**config.mk**
```make
export PLATFORM = sky130hd
export DESIGN_NAME = json_string_escape
export DESIGN_NICKNAME = d
export VERILOG_FILES = /design/src/jse_pkg.sv /design/src/json_string_escape.sv
export VERILOG_INCLUDE_DIRS = /design/src /design/src/src
export SDC_FILE = /design/constraint.sdc
export NUM_CORES = 1
export LEC_CHECK = 0
export BUFFER_PORTS_ARGS = -buffer_cell sky130_fd_sc_hd__buf_4
export CAP_MARGIN = 20
export CORE_UTILIZATION = 40
export CTS_CLUSTER_DIAMETER = 150
export DETAILED_ROUTE_END_ITERATION = 16
export GPL_TIMING_DRIVEN = 0
export PLACE_DENSITY = 0.54
export SLEW_MARGIN = 20
export SYNTH_ARGS = -nofsm -noshare
export SYNTH_HDL_FRONTEND = slang
export SYNTH_SLANG_ARGS = --single-unit
```
**constraint.sdc**
```tcl
create_clock -name clk -period 8.25 [get_ports clk]
set_input_delay 1.2375 -clock clk [delete_from_list [all_inputs] [get_ports clk]]
set_output_delay 1.2375 -clock clk [all_outputs]
set_load 0.02 [all_outputs]
```
**src/json_string_escape_macros.svh**
```systemverilog
// Assertion macros for the JSON string escaper
`ifndef JSON_STRING_ESCAPE_MACROS_SVH
`define JSON_STRING_ESCAPE_MACROS_SVH

`ifndef SYNTHESIS

`define JSE_ASSERT(lbl, cond, msg) \
  lbl: assert property (@(posedge clk) disable iff (!rst_n) (cond)) else $error(msg);

`define JSE_ASSERT_IMP(lbl, ante, cons, msg) \
  lbl: assert property (@(posedge clk) disable iff (!rst_n) (ante) |-> (cons)) else $error(msg);

`define JSE_ASSERT_NXT(lbl, ante, cons, msg) \
  lbl: assert property (@(posedge clk) disable iff (!rst_n) (ante) |=> (cons)) else $error(msg);

`else

`define JSE_ASSERT(lbl, cond, msg)

`define JSE_ASSERT_IMP(lbl, ante, cons, msg)

`define JSE_ASSERT_NXT(lbl, ante, cons, msg)

`endif

`endif

```
**src/jse_pkg.sv**
```systemverilog
// Constants and escape decode functions for the JSON string escaper
`default_nettype none

package jse_pkg;

  localparam int unsigned LEN_W = 3;

  localparam logic [7:0]  CTRL_LIMIT = 8'h20;
  localparam logic [16:0] HEADROOM   = 17'd7;
  localparam logic [15:0] CAP_RESET  = 16'd8192;

  localparam logic [7:0] CH_NUL   = 8'h00;
  localparam logic [7:0] CH_QUOTE = 8'h22;
  localparam logic [7:0] CH_BSL   = 8'h5C;
  localparam logic [7:0] CH_LF    = 8'h0A;
  localparam logic [7:0] CH_CR    = 8'h0D;
  localparam logic [7:0] CH_TAB   = 8'h09;
  localparam logic [7:0] CH_BS    = 8'h08;
  localparam logic [7:0] CH_FF    = 8'h0C;
  localparam logic [7:0] CH_ZERO  = 8'h30;
  localparam logic [7:0] CH_U     = 8'h75;

  localparam logic [LEN_W-1:0] LEN_ONE   = 3'd1;
  localparam logic [LEN_W-1:0] LEN_SHORT = 3'd2;
  localparam logic [LEN_W-1:0] LEN_UNI   = 3'd6;

  typedef logic [LEN_W-1:0] len_t;

  function automatic logic [7:0] hex_digit(input logic [3:0] nib);
    logic [7:0] d;
    if (nib < 4'd10) begin
      d = 8'h30 + {4'd0, nib};
    end else begin
      d = 8'h57 + {4'd0, nib};
    end
    return d;
  endfunction

  // second byte of a two-byte escape; 'u' for everything else
  function automatic logic [7:0] esc_letter(input logic [7:0] c);
    logic [7:0] l;
    unique case (c)
      CH_QUOTE: l = 8'h22;
      CH_BSL:   l = 8'h5C;
      CH_LF:    l = 8'h6E;
      CH_CR:    l = 8'h72;
      CH_TAB:   l = 8'h74;
      CH_BS:    l = 8'h62;
      CH_FF:    l = 8'h66;
      default:  l = CH_U;
    endcase
    return l;
  endfunction

  function automatic len_t esc_len(input logic [7:0] c);
    len_t n;
    if (c == CH_NUL) begin
      n = LEN_ONE;
    end else if (esc_letter(c) != CH_U) begin
      n = LEN_SHORT;
    end else if (c < CTRL_LIMIT) begin
      n = LEN_UNI;
    end else begin
      n = LEN_ONE;
    end
    return n;
  endfunction

  function automatic logic [7:0] esc_byte(input logic [7:0] c, input len_t n, input len_t idx);
    logic [7:0] b;
    if (n == LEN_ONE) begin
      b = c;
    end else begin
      unique case (idx)
        3'd0:    b = CH_BSL;
        3'd1:    b = esc_letter(c);
        3'd2:    b = CH_ZERO;
        3'd3:    b = CH_ZERO;
        3'd4:    b = hex_digit(c[7:4]);
        3'd5:    b = hex_digit(c[3:0]);
        default: b = CH_NUL;
      endcase
    end
    return b;
  endfunction

endpackage

`default_nettype wire

```
**src/json_string_escape.sv**
```systemverilog
// Streaming JSON string escaper with output capacity limit
//
//  channel  | dir | payload
//  in_*     | in  | tdata[7:0] char_in
//  out_*    | out | tdata[7:0] out_byte, tlast run_end, tuser string_end
//  cfg_*    | in  | wr_data[15:0] output_capacity
//
// Plain bytes and the terminator give one byte, two-byte escapes two and \u
// escapes six; dropped bytes give none. The sequencer sends one output byte per
// cycle; an output stall holds the sequencer and input. Sequencer and output
// register let a new byte enter while the last of the previous sequence leaves.
// Synchronous active-low reset clears count and valids, sets capacity to 8192.
`default_nettype none

module json_string_escape
  import jse_pkg::*;
(
  input  wire logic        clk,
  input  wire logic        rst_n,
  input  wire logic        in_tvalid,
  output logic             in_tready,
  input  wire logic [7:0]  in_tdata,     // [7:0] char_in
  output logic             out_tvalid,
  input  wire logic        out_tready,
  output logic [7:0]       out_tdata,    // [7:0] out_byte
  output logic             out_tlast,    // run_end
  output logic             out_tuser,    // string_end
  input  wire logic        cfg_wr_en,
  input  wire logic [15:0] cfg_wr_data   // output_capacity
);

  `include "json_string_escape_macros.svh"

  logic [15:0] cap_r;
  logic [15:0] count_r, count_nxt;
  logic        seq_valid_r, seq_valid_nxt;
  logic [7:0]  seq_char_r, seq_char_nxt;
  len_t        seq_len_r, seq_len_nxt;
  len_t        seq_idx_r, seq_idx_nxt;
  logic        out_valid_r, out_valid_nxt;
  logic [7:0]  out_byte_r, out_byte_nxt;
  logic        out_last_r, out_last_nxt;
  logic        out_end_r, out_end_nxt;

  logic in_fire, room, keep, adv, seq_last, is_term;
  len_t in_len;

  assign room     = ({1'b0, count_r} + HEADROOM) < {1'b0, cap_r};
  assign is_term  = (in_tdata == CH_NUL);
  assign keep     = is_term || room;
  assign in_len   = esc_len(in_tdata);
  assign adv      = seq_valid_r && (!out_valid_r || out_tready);
  assign seq_last = (seq_idx_r == seq_len_r - LEN_ONE);
  assign in_tready = !seq_valid_r || (adv && seq_last);
  assign in_fire  = in_tvalid && in_tready;

  always_comb begin
    seq_valid_nxt = seq_valid_r;
    seq_char_nxt  = seq_char_r;
    seq_len_nxt   = seq_len_r;
    seq_idx_nxt   = seq_idx_r;
    count_nxt     = count_r;
    if (adv) begin
      if (seq_last) begin
        seq_valid_nxt = 1'b0;
      end else begin
        seq_idx_nxt = seq_idx_r + LEN_ONE;
      end
    end
    if (in_fire) begin
      if (is_term) begin
        count_nxt = '0;
      end else if (room) begin
        count_nxt = count_r + {13'd0, in_len};
      end
      if (keep) begin
        seq_valid_nxt = 1'b1;
        seq_char_nxt  = in_tdata;
        seq_len_nxt   = in_len;
        seq_idx_nxt   = '0;
      end
    end
  end

  always_comb begin
    out_valid_nxt = out_valid_r;
    out_byte_nxt  = out_byte_r;
    out_last_nxt  = out_last_r;
    out_end_nxt   = out_end_r;
    if (adv) begin
      out_valid_nxt = 1'b1;
      out_byte_nxt  = esc_byte(seq_char_r, seq_len_r, seq_idx_r);
      out_last_nxt  = seq_last;
      out_end_nxt   = (seq_char_r == CH_NUL);
    end else if (out_tready) begin
      out_valid_nxt = 1'b0;
    end
  end

  always_ff @(posedge clk) begin
    if (!rst_n) begin
      cap_r       <= CAP_RESET;
      count_r     <= '0;
      seq_valid_r <= 1'b0;
      out_valid_r <= 1'b0;
    end else begin
      if (cfg_wr_en) begin
        cap_r <= cfg_wr_data;
      end
      count_r     <= count_nxt;
      seq_valid_r <= seq_valid_nxt;
      out_valid_r <= out_valid_nxt;
    end
  end

  always_ff @(posedge clk) begin
    seq_char_r <= seq_char_nxt;
    seq_len_r  <= seq_len_nxt;
    seq_idx_r  <= seq_idx_nxt;
    out_byte_r <= out_byte_nxt;
    out_last_r <= out_last_nxt;
    out_end_r  <= out_end_nxt;
  end

  assign out_tvalid = out_valid_r;
  assign out_tdata  = out_byte_r;
  assign out_tlast  = out_last_r;
  assign out_tuser  = out_end_r;

  `JSE_ASSERT_IMP(a_term_beat, out_tvalid && out_tuser, (out_tdata == CH_NUL) && out_tlast, "terminator beat malformed")
  `JSE_ASSERT(a_count_max, count_r != 16'hFFFF, "byte count overran")
  `JSE_ASSERT_IMP(a_idx_range, seq_valid_r, seq_idx_r < seq_len_r, "sequence index out of range")
  `JSE_ASSERT_NXT(a_term_clear, in_fire && is_term, count_r == 16'd0, "count not cleared by terminator")
  `JSE_ASSERT_NXT(a_drop_hold, in_fire && !keep, count_r == $past(count_r), "dropped byte changed count")

endmodule

`default_nettype wire
```
==> out/qor.yml <==
clock_network:
  ctsHoldBuffers: 0
  cts.htree.levels: 3
  cts_max_path_buffers: 2
  clk_latency_ps: 340
  cts.clk_slew.worst_paths_ps: 70
  cts_resized: 0
  cts_tree: "yes"
  numCtsBuffers: 9
  cts_root_buf: "clkbuf_8"
  postCtsSetupRepairBufs: 0
  cts.sinks: 58
sta:
  finalSetupViolCount: 0
  holdWs_ps: 493
  timing.final.ws_setup_ps: 4300
  rsz0062_at_grt: "no"
  final_max_slew_viol_count: 0
  relSlewSlack_pct: 34.6
  max_freq_mhz: 253
  finalCritPeriodShare_pct: 47.9
  worstMarginPinSlew_ps: 968
  clock_skew_ps: 10.9
  period_minus_slack_ps: 3950
  fin_setup_tns_ps: 0
  finalHoldViolCount: 0
placed_design:
  dp_slack_ps: 3880
  dpl.cell_count: 591
  dpl.hpwl_microns: 6420
  gp_congestion: 0.868
  io_buffers: 38
synth:
  synth_edf_count: 21
  yosys_most_used_dff: "dfxtp_1"
  ys_warn_count: 0
  synth_seq_cells: 58
  netlist_area_sq_um: 3850
  avgSynthCellArea_sq_um: 9.08
  synth_cell_types: 61
  synthTopCellsByArea: "dfxtp_1, edfxtp_1, ha_1, mux2i_1, nor2b_1"
  synth_fp_nets: 487
  synth_top_area_share_pct: 19.2
  synth-seq-area-share_pct: 35.6
  syn-instance-count: 424
  yosysTopAreaCell: "dfxtp_1"
  ys_async_sr_fraction_pct: 0
status:
  status: "finished, final reports clean"
drt:
  ant_nets: 0
  drc_errors: 0
  routedWlPerCell_microns: 14.0
  via_per_inst: 5.16
  dr.pass1.iters: 4
  wl_microns: 8500
  via_count: 3133
  first_iter_violations: 109
worst_setup_path:
  slowest_delay_ps: 400
  cp-start-kind: "input port"
  crit_family: "simple AND/OR/NAND/NOR gates"
  path_cells: "buf_4 > nor4_1 > nand3_1 > clkbuf_1 > o21ai_0 > inv_1 > ha_1 > a21o_1 > a21oi_1 > nor2_1 > nand2_1 > nor2_1 > nand3_1 > o31ai_1"
  crit_required_ps: 8470
  path_max_fanout: 10
  crit_path_end_kind: "flip-flop"
  arrival_ps: 4170
  worst-setup-path-type: "in2reg"
  cp_num_buf_inv: 3
  cp_slowest_cell: "nor4_1"
cells_and_area:
  final_common_cell: "buf_4"
  diodes: 0
  syn_to_final_growth_pct: 16.1
  fin_util_pct: 48.2
  fin_nets: 536
  layout_common_cells: "buf_4, dfxtp_1, nand2_1"
  instances_no_fill: 607
  fillers: 953
  drive_above_1_share_pct: 14.0
floorplanning:
  ios: 41
  die_w_microns: 100
  die-height_microns: 100
  core_area_sq_um: 9280
  dieArea_sq_um: 10000
  start_util_pct: 41.5
  num_rows: 35
power_and_ir_drop:
  cellLeakagePower_nw: 1.84
  ir_drop_mv: 0.0889
  power.density_nw_per_um2: 190
global_routing:
  first_global_vias: 3003
  grt_overflow: 0
  grt_usage_pct: 18.4
  grt_first_pass_wirelength_microns: 14500
  grt_max_degree: 21
  antenna_found_initial: 0
flow_run:
  maxCapViolCount: 0
min_path:
  hp-class: "reg2reg"
## logic make-up after synthesis
group           after synthesis  synth area share [%]
compound gates               89                  16.9
xor+xnor                     21                  5.17
fa+ha+maj                    34                  11.2
buf+inv                      51                  5.23
flops                        58                  35.6
mux                          20                  5.26
simple gates                151                  20.5
## flip-flops by register name, indices dropped and copies added (netlist names)
name	flops
cap_r	16
count_r	16
out_tdata	8
out_tlast	1
out_tuser	1
out_tvalid	1
seq_char_r	8
seq_idx_r	3
seq_len_r	3
seq_valid_r	1
## worst register-to-register path, cell delays in order (launching register included)
cell and delay [ps]:
dfxtp_1 450, inv_1 70, ha_1 210, nor2b_1 190, or3_1 410, nor2_1 160
xor2_1 180, ha_1 290, a21oi_1 150, nand2_1 120, nor4_1 420, a21oi_1 210
nand2b_1 240, or3_1 370, a41o_1 240
## final cells by class
class                      instances  area (sq um)  share of cell area, %
multi-input combinational        315          2280                   50.9
inverter                          32           120                   2.69
timing repair buffer              38           285                   6.38
buffer                            19          81.3                   1.82
clock inverter                     3          15.0                  0.336
clock buffer                      13           159                   3.55
sequential                        58          1370                   30.7
tap                              129           161                   3.61
## synthesized netlist by cell type, types with 2 or more instances
| master | count |
|---|---|
| o32ai_1 | 3 |
| o22ai_1 | 3 |
| edfxtp_1 | 21 |
| xnor2_1 | 12 |
| o311ai_0 | 2 |
| nand3_1 | 15 |
| and3_1 | 2 |
| or2_2 | 2 |
| o21a_1 | 7 |
| o21bai_1 | 2 |
| nor2_1 | 29 |
| nand2b_1 | 5 |
| nor4_1 | 3 |
| ha_1 | 33 |
| buf_2 | 2 |
| mux2i_1 | 18 |
| o2111ai_1 | 2 |
| a311oi_1 | 2 |
| nand2_1 | 34 |
| clkbuf_1 | 16 |
| nor2b_1 | 25 |
| a21oi_1 | 13 |
| nor2_4 | 2 |
| dfxtp_1 | 37 |
| nand4_1 | 10 |
| xor2_1 | 8 |
| inv_1 | 32 |
| mux2_2 | 2 |
| o211ai_1 | 6 |
| o21ai_0 | 12 |
| o41ai_1 | 2 |
| a211oi_1 | 5 |
| a21boi_1 | 3 |
| and2_1 | 3 |
| nor3_1 | 11 |
| a31oi_1 | 3 |
| or3_1 | 2 |
| a21o_1 | 4 |
| o31ai_1 | 9 |
## per-layer routing
metal	global-route usage, %	part of all wire [%]
met1	27.0	54
met4	7.02	1.7
met3	2.72	3.3
met2	27.3	41
met5	0	0
## worst paths after layout
check,start,to,slack [ps],cells after the start
max reg2reg,count_r[1],count_r[5],4430,14
min reg2reg,cap_r[13],cap_r[13],490,2
min,cap_r[13],cap_r[13],490,2
max,in_tdata[6],count_r[13],4300,14
## through the flow
stage | total power (W) | cell area [sq um]
3_3_place_gp | 0.000615 | 4300
4_1_cts | 0.000858 | 4470
6_report | 0.000850 | 4470
2_1_floorplan | 0.000544 | 3850
5_1_grt | 0.000905 | 4470
3_5_place_dp | 0.000619 | 4300
## power by group
part | internal, W | switching (W) | total [W]
Sequential | 0.000336 | 0.0000192 | 0.000355
Combinational | 0.000109 | 0.000148 | 0.000257
Clock | 0.000124 | 0.000114 | 0.000238
Power figures use the tool's default switching activity.
